==> src/rtl/core/ucv_pkg.sv <==
// Shared types and constants for the UTF-8 to UTF-16 converter.
package ucv_pkg;

    localparam int unsigned FIFO_DEPTH = 4;
    localparam int unsigned FIFO_AW    = 2;
    localparam int unsigned FIFO_CW    = 3;

    localparam logic [15:0] CAP_RESET = 16'd256;
    localparam logic [15:0] QMARK     = 16'h003F;
    localparam logic [15:0] HI_SURR   = 16'hD800;
    localparam logic [15:0] LO_SURR   = 16'hDC00;
    localparam logic [19:0] SUPP_BASE = 20'h10000;

    // continuation bytes of a 4-byte sequence
    localparam logic [1:0] SEQ_FOUR = 2'd3;

    typedef struct packed {
        logic [15:0] code_unit;
        logic        end_of_string;
        logic [15:0] units_written;
        logic        last_of_run;
    } t_result;

    // results produced by one byte: count is 0, 1 or 2
    typedef struct packed {
        logic [1:0] count;
        t_result    res0;
        t_result    res1;
    } t_push;

endpackage

==> src/rtl/core/utf8_to_utf16_converter.sv <==
// Top level of the UTF-8 to UTF-16 stream converter.
//
//   channel   dir  handshake              payload
//   s (bytes) in   i_s_tvalid/o_s_tready  i_s_tdata[7:0] input_byte
//   m (units) out  o_m_tvalid/i_m_tready  tdata {units_written, code_unit}, tuser eos,
//                                         tlast last_of_run
//   cfg       in   i_cfg_wr_en            i_cfg_wr_data out_capacity
//
// One byte per cycle while the queue has room: a byte is held in the input register and
// decoded there; its results land in a four-entry queue, first one visible the next
// cycle. Units leave one per cycle while i_m_tready is high.
// Input stalls only while the queue lacks room for two results.
// Synchronous active-low reset; capacity resets to 256.
module utf8_to_utf16_converter (
    input  logic        i_clk,
    input  logic        i_rst_n,
    input  logic        i_s_tvalid,
    output logic        o_s_tready,
    input  logic [7:0]  i_s_tdata,      // [7:0] input_byte
    output logic        o_m_tvalid,
    input  logic        i_m_tready,
    output logic [31:0] o_m_tdata,      // [15:0] code_unit, [31:16] units_written
    output logic        o_m_tuser,      // [0] end_of_string
    output logic        o_m_tlast,
    input  logic        i_cfg_wr_en,
    input  logic [15:0] i_cfg_wr_data
);

    logic [15:0]      r_capacity;
    logic             r_in_valid;
    logic [7:0]       r_in_byte;
    logic             room;
    logic             proc;
    ucv_pkg::t_push   push;
    ucv_pkg::t_result result;

    assign proc       = r_in_valid && room;
    assign o_s_tready = !r_in_valid || room;

    always_ff @(posedge i_clk) begin
        if (!i_rst_n) begin
            r_capacity <= ucv_pkg::CAP_RESET;
            r_in_valid <= 1'b0;
        end else begin
            if (i_cfg_wr_en) begin
                r_capacity <= i_cfg_wr_data;
            end
            if (i_s_tvalid && o_s_tready) begin
                r_in_valid <= 1'b1;
            end else if (proc) begin
                r_in_valid <= 1'b0;
            end
        end
    end

    always_ff @(posedge i_clk) begin
        if (i_s_tvalid && o_s_tready) begin
            r_in_byte <= i_s_tdata;
        end
    end

    ucv_decode u_decode (
        .i_clk      (i_clk),
        .i_rst_n    (i_rst_n),
        .i_valid    (proc),
        .i_byte     (r_in_byte),
        .i_capacity (r_capacity),
        .o_push     (push)
    );

    ucv_result_fifo u_fifo (
        .i_clk    (i_clk),
        .i_rst_n  (i_rst_n),
        .i_push   (push),
        .o_room   (room),
        .o_valid  (o_m_tvalid),
        .i_ready  (i_m_tready),
        .o_result (result)
    );

    assign o_m_tdata = {result.units_written, result.code_unit};
    assign o_m_tuser = result.end_of_string;
    assign o_m_tlast = result.last_of_run;

endmodule

==> src/rtl/core/ucv_decode.sv <==
// Per-string decode state and the combinational byte decoder.
module ucv_decode (
    input  logic                 i_clk,
    input  logic                 i_rst_n,
    input  logic                 i_valid,
    input  logic [7:0]           i_byte,
    input  logic [15:0]          i_capacity,
    output ucv_pkg::t_push       o_push
);

    logic [1:0]  r_pend, n_pend;
    logic [20:0] r_pc, n_pc;
    logic [1:0]  r_seq, n_seq;
    logic [15:0] r_uc, n_uc;
    logic        r_full, n_full;

    logic [20:0] pc_shift;
    logic [19:0] cp;
    logic [16:0] uc_p1, uc_p2, cap17;
    ucv_pkg::t_push push;

    always_comb begin
        n_pend   = r_pend;
        n_pc     = r_pc;
        n_seq    = r_seq;
        n_uc     = r_uc;
        n_full   = r_full;
        push     = '0;
        pc_shift = {r_pc[14:0], i_byte[5:0]};
        cp       = pc_shift[19:0] - ucv_pkg::SUPP_BASE;
        uc_p1    = {1'b0, r_uc} + 17'd1;
        uc_p2    = {1'b0, r_uc} + 17'd2;
        cap17    = {1'b0, i_capacity};
        if (i_valid) begin
            if (i_byte == 8'd0) begin
                push.count               = 2'd1;
                push.res0.end_of_string  = 1'b1;
                push.res0.units_written  = r_uc;
                push.res0.last_of_run    = 1'b1;
                n_pend = '0;
                n_pc   = '0;
                n_seq  = '0;
                n_uc   = '0;
                n_full = 1'b0;
            end else if (!r_full) begin
                if (r_pend != 2'd0) begin
                    n_pc   = pc_shift;
                    n_pend = r_pend - 2'd1;
                    if (r_pend == 2'd1) begin
                        n_seq = '0;
                        if (r_seq == ucv_pkg::SEQ_FOUR) begin
                            if (uc_p2 < cap17) begin
                                push.count            = 2'd2;
                                push.res0.code_unit   = ucv_pkg::HI_SURR | {6'd0, cp[19:10]};
                                push.res1.code_unit   = ucv_pkg::LO_SURR | {6'd0, cp[9:0]};
                                push.res1.last_of_run = 1'b1;
                                n_uc = uc_p2[15:0];
                            end else begin
                                // pair does not fit: one '?' instead
                                push.count            = 2'd1;
                                push.res0.code_unit   = ucv_pkg::QMARK;
                                push.res0.last_of_run = 1'b1;
                                n_uc = uc_p1[15:0];
                            end
                        end else begin
                            push.count            = 2'd1;
                            push.res0.code_unit   = pc_shift[15:0];
                            push.res0.last_of_run = 1'b1;
                            n_uc = uc_p1[15:0];
                        end
                    end
                end else if (!(uc_p1 < cap17)) begin
                    n_full = 1'b1;
                end else if (!i_byte[7]) begin
                    push.count            = 2'd1;
                    push.res0.code_unit   = {8'd0, i_byte};
                    push.res0.last_of_run = 1'b1;
                    n_uc = uc_p1[15:0];
                end else if (i_byte[7:5] == 3'b110) begin
                    n_pc   = {16'd0, i_byte[4:0]};
                    n_pend = 2'd1;
                    n_seq  = 2'd1;
                end else if (i_byte[7:4] == 4'b1110) begin
                    n_pc   = {17'd0, i_byte[3:0]};
                    n_pend = 2'd2;
                    n_seq  = 2'd2;
                end else if (i_byte[7:3] == 5'b11110) begin
                    n_pc   = {18'd0, i_byte[2:0]};
                    n_pend = 2'd3;
                    n_seq  = ucv_pkg::SEQ_FOUR;
                end else begin
                    // stray continuation byte or 0xF8..0xFF as lead
                    push.count            = 2'd1;
                    push.res0.code_unit   = ucv_pkg::QMARK;
                    push.res0.last_of_run = 1'b1;
                    n_uc = uc_p1[15:0];
                end
            end
        end
    end

    always_ff @(posedge i_clk) begin
        if (!i_rst_n) begin
            r_pend <= '0;
            r_pc   <= '0;
            r_seq  <= '0;
            r_uc   <= '0;
            r_full <= 1'b0;
        end else begin
            r_pend <= n_pend;
            r_pc   <= n_pc;
            r_seq  <= n_seq;
            r_uc   <= n_uc;
            r_full <= n_full;
        end
    end

    assign o_push = push;

    a_pair_last: assert property (@(posedge i_clk) disable iff (!i_rst_n)
        (push.count == 2'd2) |-> (!push.res0.last_of_run && push.res1.last_of_run))
        else $error("surrogate pair marks last on the wrong unit");

    a_eos_clears: assert property (@(posedge i_clk) disable iff (!i_rst_n)
        (push.count == 2'd1 && push.res0.end_of_string)
            |=> (r_uc == 16'd0 && r_pend == 2'd0 && !r_full))
        else $error("string state not cleared after terminator");

endmodule

==> src/rtl/core/ucv_result_fifo.sv <==
// Four-entry result queue taking up to two results per cycle, one out per cycle while i_ready is high.
module ucv_result_fifo (
    input  logic                 i_clk,
    input  logic                 i_rst_n,
    input  ucv_pkg::t_push       i_push,
    output logic                 o_room,
    output logic                 o_valid,
    input  logic                 i_ready,
    output ucv_pkg::t_result     o_result
);

    ucv_pkg::t_result r_mem [ucv_pkg::FIFO_DEPTH];
    logic [ucv_pkg::FIFO_AW-1:0] r_wr_ptr, r_rd_ptr;
    logic [ucv_pkg::FIFO_CW-1:0] r_count;
    logic                        pop;
    logic [ucv_pkg::FIFO_AW-1:0] wr_ptr_p1;

    assign pop       = o_valid && i_ready;
    assign wr_ptr_p1 = r_wr_ptr + ucv_pkg::FIFO_AW'(1);
    assign o_valid   = (r_count != '0);
    assign o_result  = r_mem[r_rd_ptr];
    // room for a full pair
    assign o_room    = (r_count <= ucv_pkg::FIFO_CW'(ucv_pkg::FIFO_DEPTH - 2));

    always_ff @(posedge i_clk) begin
        if (i_push.count != 2'd0) begin
            r_mem[r_wr_ptr] <= i_push.res0;
        end
        if (i_push.count == 2'd2) begin
            r_mem[wr_ptr_p1] <= i_push.res1;
        end
    end

    always_ff @(posedge i_clk) begin
        if (!i_rst_n) begin
            r_wr_ptr <= '0;
            r_rd_ptr <= '0;
            r_count  <= '0;
        end else begin
            r_wr_ptr <= r_wr_ptr + ucv_pkg::FIFO_AW'(i_push.count);
            if (pop) begin
                r_rd_ptr <= r_rd_ptr + ucv_pkg::FIFO_AW'(1);
            end
            r_count <= r_count + ucv_pkg::FIFO_CW'(i_push.count)
                       - ucv_pkg::FIFO_CW'(pop);
        end
    end

    a_no_overflow: assert property (@(posedge i_clk) disable iff (!i_rst_n)
        (i_push.count != 2'd0) |-> (r_count <= ucv_pkg::FIFO_CW'(ucv_pkg::FIFO_DEPTH - 2)))
        else $error("result queue pushed without room");

    a_count_bound: assert property (@(posedge i_clk) disable iff (!i_rst_n)
        r_count <= ucv_pkg::FIFO_CW'(ucv_pkg::FIFO_DEPTH))
        else $error("result queue count out of range");

endmodule

==> config.mk <==
export PLATFORM = sky130hd
export DESIGN_NAME = utf8_to_utf16_converter
export DESIGN_NICKNAME = d
export VERILOG_FILES = /design/src/rtl/core/ucv_pkg.sv /design/src/rtl/core/utf8_to_utf16_converter.sv /design/src/rtl/core/ucv_decode.sv /design/src/rtl/core/ucv_result_fifo.sv
export SDC_FILE = /design/constraint.sdc
export NUM_CORES = 1
export LEC_CHECK = 0
export BUFFER_PORTS_ARGS = -buffer_cell sky130_fd_sc_hd__buf_2
export CORE_MARGIN = 2
export CORE_UTILIZATION = 23
export CTS_CLUSTER_DIAMETER = 40
export DETAILED_ROUTE_END_ITERATION = 12
export GPL_TIMING_DRIVEN = 1
export MAX_ROUTING_LAYER = met4
export PLACE_DENSITY = 0.45
export SETUP_SLACK_MARGIN = 0.02
export SYNTH_ARGS = -nofsm -noshare
export SYNTH_HDL_FRONTEND = slang
export SYNTH_SLANG_ARGS = --single-unit
==> constraint.sdc <==
create_clock -name i_clk -period 8.64 [get_ports i_clk]
set_clock_uncertainty 0.15 [all_clocks]
set_input_delay 0.864 -clock i_clk [delete_from_list [all_inputs] [get_ports i_clk]]
set_output_delay 0.864 -clock i_clk [all_outputs]
set_load 0.02 [all_outputs]
# After elaboration in Yosys (flattened, before gate mapping)
# Memories as Yosys holds them, arrays and structs flattened. A register that Yosys moved wholly into a read port is not among the register bits.
# Cells that the tools add are included.
# totals
mem_count	1
out_inout_bits	36
in_bits	29
wordCells	130
mem_bits_rw	136
ff_bits	67
# mem_list
memory	depth	word_bits	rd	rd_clocked_by_memory_dff	wr	line_no	text
u_fifo.r_mem	4	34	1	1	2	ucv_result_fifo.sv:12	ucv_pkg::t_result r_mem [ucv_pkg::FIFO_DEPTH];
# classes
n_lt_le_gt_ge	3
n_eq_ne	11
reduce_logical	16
n_mux	79
addsub	9
# ops
cell	count
$mux 16	16
$mux 18	8
$mux 14	8
$mux 17	5
$mux 52	1
$lt 17x16->1	2
$mux 2	15
$mux 1	26
$sub 20x17->20 const B	1
$add 16x1->17 const B	1
$add 16x2->17 const B	1
$ne 4x2->1 const B	3
$reduce_bool 3->1	3
$logic_not 8->1	1
$reduce_and 7->1	1
$reduce_and 6->1	1
$reduce_bool 2->1	3
$eq 5x5->1 const B	1
$reduce_and 5->1	1
$reduce_bool 5->1	1
$add 2x1->2 const B	2
$eq 2x2->1 const B	2
$eq 4x4->1 const B	1
$add 3x2->3	1
other kinds (11)	13

# Logic depth before layout (Yosys ltp)
# Gate-level depths: netlist of run 1.
# depth
depth_word	13
depth_mapped	21
ltp_nobuf	20

# Modules after synthesis
# Synthesis of run 1 repeated with hierarchy kept, for this count alone.
# hier_totals
cells_unflattened	951
hier_area_um2	11868.9
# by_module_without_submodules
module	seq_area_each_um2	area_each_um2	instances	cells_per_inst
ucv_result_fifo	4264.1	7215.7	1	383
ucv_decode	700.7	3749.8	1	503
utf8_to_utf16_converter	580.6	903.4	1	65

# Worst setup path before layout of run 1
# OpenSTA, ideal clock, no wires.
# synth_timing
path_type	flip-flop to flip-flop
start	register u_decode.r_uc[1]
end	memory u_fifo.r_mem[1][0] in the netlist's numbering (enable)
t_arrival_ps	4119
n_path_buf	2
setup_time_ps	364
synth_period_minus_slack_ps	4633
path_stages_with_launch	21
t_required_ps	8126
setup_slack_ps	4007
cell_sequence	dfxtp_1 > ha_1 > nand3_2 > nor3_1 > and3_1 > clkbuf_1 > nand3_1 > nor2_1 > xor2_1 > ha_1 > nand3_1 > nor3_1 > and4_1 > a211oi_2 > nand2_1 > nor3_4 > inv_4 > nor3_4 > a21oi_2 > buf_6 > inv_1
# synth_lines
element	line_no	text
start, declared	ucv_decode.sv:14	logic [15:0] r_uc, n_uc;
start signal, assigned	ucv_decode.sv:113	r_uc <= n_uc;
end, declared	ucv_result_fifo.sv:12	

==> results of run 1 <==
-- layout make-up --
type | count | share of cell area
well taps | 585 | 0.0609
inverters | 33 | 0.0105
repair buffers | 75 | 0.0335
clock inverters | 16 | 0.0132
flip-flops and latches | 205 | 0.401
clock buffers | 50 | 0.0844
multi-input cells | 615 | 0.396
-- how the worst min path moves through the flow --
stage / startpoint / endpoint / slack [ns]
floorplan: u_fifo.r_mem[1][17] / u_fifo.r_mem[1][17] / 0.27
global placement: u_fifo.r_mem[1][17] / u_fifo.r_mem[1][17] / 0.28
detailed placement: u_fifo.r_mem[1][17] / u_fifo.r_mem[1][17] / 0.29
CTS: u_fifo.r_mem[1][17] / u_fifo.r_mem[1][17] / 0.30
global route: u_fifo.r_mem[2][17] / u_fifo.r_mem[2][17] / 0.33
finish: u_fifo.r_mem[1][17] / u_fifo.r_mem[1][17] / 0.30
-- sequential cells by signal, indices dropped and copies added, names as in the netlist, named ones only --
name and count:
u_decode.r_pc 14, u_fifo.r_rd_ptr 2, r_capacity 16, r_in_byte 8, u_fifo.r_count 3, u_decode.r_uc 16
r_in_valid 1, u_decode.r_seq 2, u_fifo.r_wr_ptr 2, u_decode.r_pend 2, u_fifo.r_mem 136, u_decode.r_full 1
-- synthesized netlist by cell type (all sizes together) (6+ instances only) --
cell,count
clkbuf,42
nand2b,9
o221ai,6
nor3,12
o22ai,21
mux2i,16
xor2,17
xnor2,17
o21ai,38
inv,33
nor2,70
and2,11
a22o,84
a21oi,46
nand4,16
nand3,19
dfxtp,133
o211ai,10
nand2,71
mux4,34
ha,37
edfxtp,72
a21o,14
buf,29
-- per-stage QoR --
| stage | instance area (um^2) | util |
|---|---|---|
| after global routing | 12000 | 0.279 |
| after CTS | 12000 | 0.279 |
| after detailed placement | 10900 | 0.252 |
| after global placement | 10900 | 0.252 |
| after floorplan | 10000 | - |
| final | 12000 | 0.279 |
-- power by group through the flow --
stage	logic [mW]	clock network [mW]	registers, mW
3_3_place_gp	0.439	0	1.10
2_1_floorplan	0.332	0	1.07
4_1_cts	0.443	1.39	1.08
5_1_grt	0.477	1.44	1.09
3_5_place_dp	0.442	0	1.10
6_report	0.434	1.36	1.08
-- layer usage --
| metal | global-route usage | wire (um) | up-vias |
|---|---|---|---|
| met4 | 0.0381 | 533 | 0 |
| li1 | - | - | 3573 |
| met5 | - | 0 | - |
| met1 | 0.197 | 14800 | 3669 |
| met2 | 0.192 | 12300 | 227 |
| met3 | 0.0221 | 1540 | 49 |
-- logic make-up after synthesis --
| kind of cell | after synthesis | share of synthesized area |
|---|---|---|
| DFF | 205 | 0.481 |
| buffers and inverters | 104 | 0.0449 |
| and+or+nand+nor | 234 | 0.114 |
| xor gates and xnor gates | 34 | 0.0297 |
| muxes | 52 | 0.0945 |
| AOI/OAI and AO/OA | 257 | 0.188 |
| adders and majority gates | 38 | 0.0481 |
-- critical path, stage by stage (launching register included) --
cell and delay [ns]:
dfxtp_1 0.54, ha_1 0.36, nand3_2 0.17, nor3_1 0.54
and3_1 0.37, nand3_1 0.19, nor2_1 0.19, xor2_1 0.21
ha_1 0.28, nand3_1 0.09, nor3_1 0.08, and4_1 0.25
a2111oi_4 0.58, a21oi_1 0.17, nand2b_4 0.32, a31oi_4 0.76
inv_1 0.59
==> flow_metrics.py, run 1 <==
metrics = {
    "run_status": {
        "status": "complete, no violations",
    },
    "power_and_ir_drop": {
        "clockPowerShare": 0.473,
        "combPwrFrac": 0.151,
        "power.switching_uw": 810,
        "ir_worst_vdd_mv": 0.121,
        "finalPower_mw": 2.88,
        "switching_share": 0.282,
        "internal_power_mw": 2.07,
        "pwr-share-seq": 0.376,
        "power_density_mw_per_mm2": 239,
        "leakagePower_nw": 4.51,
    },
    "grt": {
        "grt_pass1_wl_um": 45700,
        "grt_max_degree": 49,
        "grtUsageTotal": 0.135,
        "grt_pass1_vias": 7391,
        "antenna_found_initial": 0,
        "gr-total-overflow": 0,
    },
    "cells_and_area": {
        "layout_commonest_cell": "dfxtp_1",
        "drive_above_1_share": 0.191,
        "multi_input_area_mm2": 0.00476,
        "layout_common_cells": "dfxtp_1, a22o_1, edfxtp_1, nand2_1, nor2_1",
        "area_growth_pct": 19.9,
        "final_cells": 1579,
        "final.fill_count": 4498,
        "nets": 1033,
        "antennaDiodeCount": 0,
        "seq_area_mm2": 0.00483,
    },
    "critical_path": {
        "cp_max_fo": 23,
        "startpoint_type": "register",
        "regToRegSetupSlack_ns": 2.39,
        "crit_path_start": "u_decode.r_uc[1]",
        "reg2reg_from": "u_decode.r_uc[1]",
        "worst_setup_path_end_kind": "register",
        "worstSetupPathType": "register to register",
        "crit_arrival_ns": 6.22,
        "reg2reg_depth": 16,
        "required_ns": 8.60,
        "endpoint": "u_fifo.r_mem[3][20]",
        "worstReg2RegEnd": "u_fifo.r_mem[3][20]",
    },
    "min_path": {
        "hold_path_depth": 1,
        "hp-class": "register to register",
    },
    "drt": {
        "via_per_inst": 4.76,
        "post-route-drc-count": 0,
        "routed_wl_um": 29200,
        "antenna_left": 0,
        "initialDrtViolationCount": 478,
        "vias": 7518,
        "wl_per_cell_um": 18.5,
        "first_pass_iters": 6,
    },
    "yosys": {
        "syn_area_per_cell_um2": 10.9,
        "yosysWarnings": 0,
        "synth_area_leaders": "dfxtp_1, edfxtp_1, mux4_2",
        "ys.flop_type": "dfxtp_1",
        "synth_nets": 991,
        "netlist_instances": 924,
        "netlist-cell-type-count": 67,
        "synthArstFlopShare": 0,
        "synth_area_mm2": 0.0100,
        "seq_area_frac_synth": 0.481,
        "ys_seq_elements": 205,
        "synth_edf_count": 72,
        "yosys.area.top_type": "dfxtp_1",
        "synth_top_area_share": 0.265,
    },
    "cts": {
        "postCtsHoldBufs": 0,
        "numCtsBuffers": 36,
        "clk-insertion-delay-late_ns": 0.52,
        "clockRootBuffer": "clkbuf_16",
        "clock-sinks": 205,
        "path_clk_slew_ns": 0.05,
        "cts_resized": 0,
        "clk_path_buf_depth": 3,
        "cts_max_level": 2,
        "cts_tree": "done",
        "postCtsSetupBuffers": 0,
    },
    "sta": {
        "finalCritPeriodShare": 0.724,
        "whs_ns": 0.297,
        "setup-violations-final": 0,
        "report.final.slew_viol_count": 0,
        "timing.fmax_ghz": 0.160,
        "setup_tns_ns": 0,
        "rsz0062_at_grt": "false",
        "setup_ws_ns": 2.39,
        "tightest_slew_ns": 1.08,
        "slew_headroom": 0.275,
        "fin_crit_ns": 6.25,
        "hold_viol_final": 0,
    },
    "place": {
        "post-dp-hpwl_um": 20300,
        "gp_congestion": 0.808,
        "pre_cts_ws_ns": 2.44,
        "post-place-cells": 1513,
        "portBuffers": 64,
    },
    "die": {
        "die_y_um": 213,
        "coreArea_mm2": 0.0431,
        "dieArea_mm2": 0.0453,
        "die_x_um": 213,
        "io-pin-count": 65,
        "start_util": 0.233,
        "rows": 76,
    },
    "flow_run": {
        "drv_cap": 0,
    },
}
Power figures use the tool's default switching activity.
==> run 2, diff against run 1 <==
- clock period: 8.64 -> 5.8 ns (I/O delays scaled with it)
==> run 2 against run 1 <==
Compared with the run above:
- sequential share of layout area shrank 0.35 points
- largest cell class unchanged
- register-to-register slack lost 1.9 ns
- sequential power grew 48%
- critical path type unchanged
- highest routed layer unchanged
- largest power group unchanged
- fmax grew 19%
==> flow_metrics.py, run 2 (same netlist as run 1, synthesis figures left out) <==
metrics = {
    "die": {
        "dieArea_mm2": 0.0453,
        "die_y_um": 213,
        "start_util": 0.233,
        "rows": 76,
        "die_x_um": 213,
        "coreArea_mm2": 0.0431,
        "io-pin-count": 65,
    },
    "sta": {
        "slew_headroom": 0.376,
        "setup-violations-final": 0,
        "finalCritPeriodShare": 0.908,
        "hold_viol_final": 0,
        "rsz0062_at_grt": "false",
        "fin_crit_ns": 5.27,
        "tightest_slew_ns": 0.928,
        "timing.fmax_ghz": 0.190,
        "setup_tns_ns": 0,
        "whs_ns": 0.114,
        "setup_ws_ns": 0.532,
        "report.final.slew_viol_count": 0,
    },
    "drt": {
        "first_pass_iters": 5,
        "initialDrtViolationCount": 590,
        "wl_per_cell_um": 18.6,
        "antenna_left": 0,
        "post-route-drc-count": 0,
        "via_per_inst": 4.72,
        "routed_wl_um": 29500,
        "vias": 7477,
    },
    "cts": {
        "path_clk_slew_ns": 0.05,
        "clockRootBuffer": "clkbuf_16",
        "cts_tree": "done",
        "postCtsSetupBuffers": 0,
        "clock-sinks": 205,
        "cts_resized": 0,
        "numCtsBuffers": 34,
        "cts_max_level": 2,
        "postCtsHoldBufs": 0,
        "clk-insertion-delay-late_ns": 0.50,
        "clk_path_buf_depth": 3,
    },
    "place": {
        "portBuffers": 64,
        "pre_cts_ws_ns": 0.385,
        "post-dp-hpwl_um": 20600,
        "gp_congestion": 0.824,
    },
    "cells_and_area": {
        "reg_top3": "u_fifo.r_mem (136), r_capacity (16), u_decode.r_uc (16)",
        "final.fill_count": 4435,
        "drive_above_1_share": 0.205,
        "area_growth_pct": 20.9,
        "antennaDiodeCount": 0,
        "nets": 1042,
        "layout_commonest_cell": "dfxtp_1",
        "layout_common_cells": "dfxtp_1, a22o_1, edfxtp_1, nand2_1, nor2_1",
        "regMostFlops": "u_fifo.r_mem",
        "finish.utilization": 0.282,
        "largest_register_ffs": 136,
    },
    "power_and_ir_drop": {
        "pwr-share-seq": 0.369,
        "finalPower_mw": 4.35,
        "internal_power_mw": 3.17,
        "power.switching_mw": 1.18,
        "switching_share": 0.272,
        "power_density_mw_per_mm2": 358,
        "combPwrFrac": 0.152,
        "leakagePower_nw": 4.54,
        "clockPowerShare": 0.479,
        "ir_worst_vdd_mv": 0.146,
    },
    "grt": {
        "gr-total-overflow": 0,
        "grt_pass1_vias": 7488,
        "antenna_found_initial": 0,
        "grt_max_degree": 38,
        "grtUsageTotal": 0.137,
        "grt_pass1_wl_um": 46000,
    },
    "critical_path": {
        "cp_max_fo": 11,
        "startpoint_type": "register",
        "worstReg2RegEnd": "u_fifo.r_count[2]",
        "crit_arrival_ns": 5.48,
        "worstSetupPathType": "register to register",
        "endpoint": "u_fifo.r_count[2]",
        "worst_setup_path_end_kind": "register",
        "regToRegSetupSlack_ns": 0.53,
        "reg2reg_depth": 20,
        "crit_path_start": "u_decode.r_uc[1]",
        "required_ns": 6.01,
        "reg2reg_from": "u_decode.r_uc[1]",
    },
    "min_path": {
        "hp-class": "input port to register",
        "holdCritStartpoint": "i_s_tdata[7]",
    },
    "run_status": {
        "status": "complete, no violations",
    },
    "flow_run": {
        "drv_cap": 0,
    },
}
## run 2: worst max-delay path, cell delays in order (launching register included)
cell,delay [ns]
dfxtp_1,0.50
ha_1,0.34
nand3_2,0.17
nor3_1,0.28
and3_1,0.33
nand3_1,0.20
nor2_1,0.15
xor2_1,0.21
ha_1,0.28
nand3_1,0.10
nor3_1,0.07
and4_1,0.24
a211oi_2,0.33
nand2_1,0.32
nor3_4,0.33
inv_4,0.13
ha_1,0.30
inv_1,0.05
fa_1,0.43
xnor2_1,0.16
nor2_1,0.05
## run 2: power by group through the flow
stage          Clock, mW  Combinational (mW)  Sequential, mW
2_1_floorplan          0               0.494            1.60
3_3_place_gp           0               0.669            1.63
3_5_place_dp           0               0.671            1.63
4_1_cts             2.14               0.673            1.60
5_1_grt             2.20               0.729            1.61
6_report            2.08               0.662            1.60
## run 2: metrics by stage
stage | instance area (um^2) | std cells
after floorplan | 10000 | 924
after global placement | 10900 | 1524
after detailed placement | 10900 | 1524
after CTS | 12100 | 1585
after global routing | 12100 | 1585
final | 12100 | 1585
## run 2: final cells by class
type	instances	area (um^2)	area share
tap	585	732	0.0603
clock buffer	41	928	0.0765
inverter	33	138	0.0113
sequential	205	4830	0.398
multi-input combinational	615	4760	0.393
clock inverter	20	256	0.0211
timing repair buffer	86	485	0.0400
## run 2: worst min-delay path by stage
stage,to,slack [ns],cells after the start
final,r_in_byte[7],0.11,1
after global routing,r_in_byte[7],0.10,1
after CTS,r_in_byte[0],0.09,1
after detailed placement,u_fifo.r_mem[3][17],0.29,1
after global placement,u_fifo.r_mem[0][17],0.28,1
after floorplan,u_fifo.r_mem[1][17],0.27,1
## run 2: routing by layer
metal | global-route usage | share of wire | vias up
met3 | 0.0275 | 0.061 | 51
met1 | 0.197 | 0.50 | 3633
li1 | - | - | 3580
met4 | 0.0376 | 0.021 | 0
met2 | 0.192 | 0.42 | 213
met5 | - | 0 | -
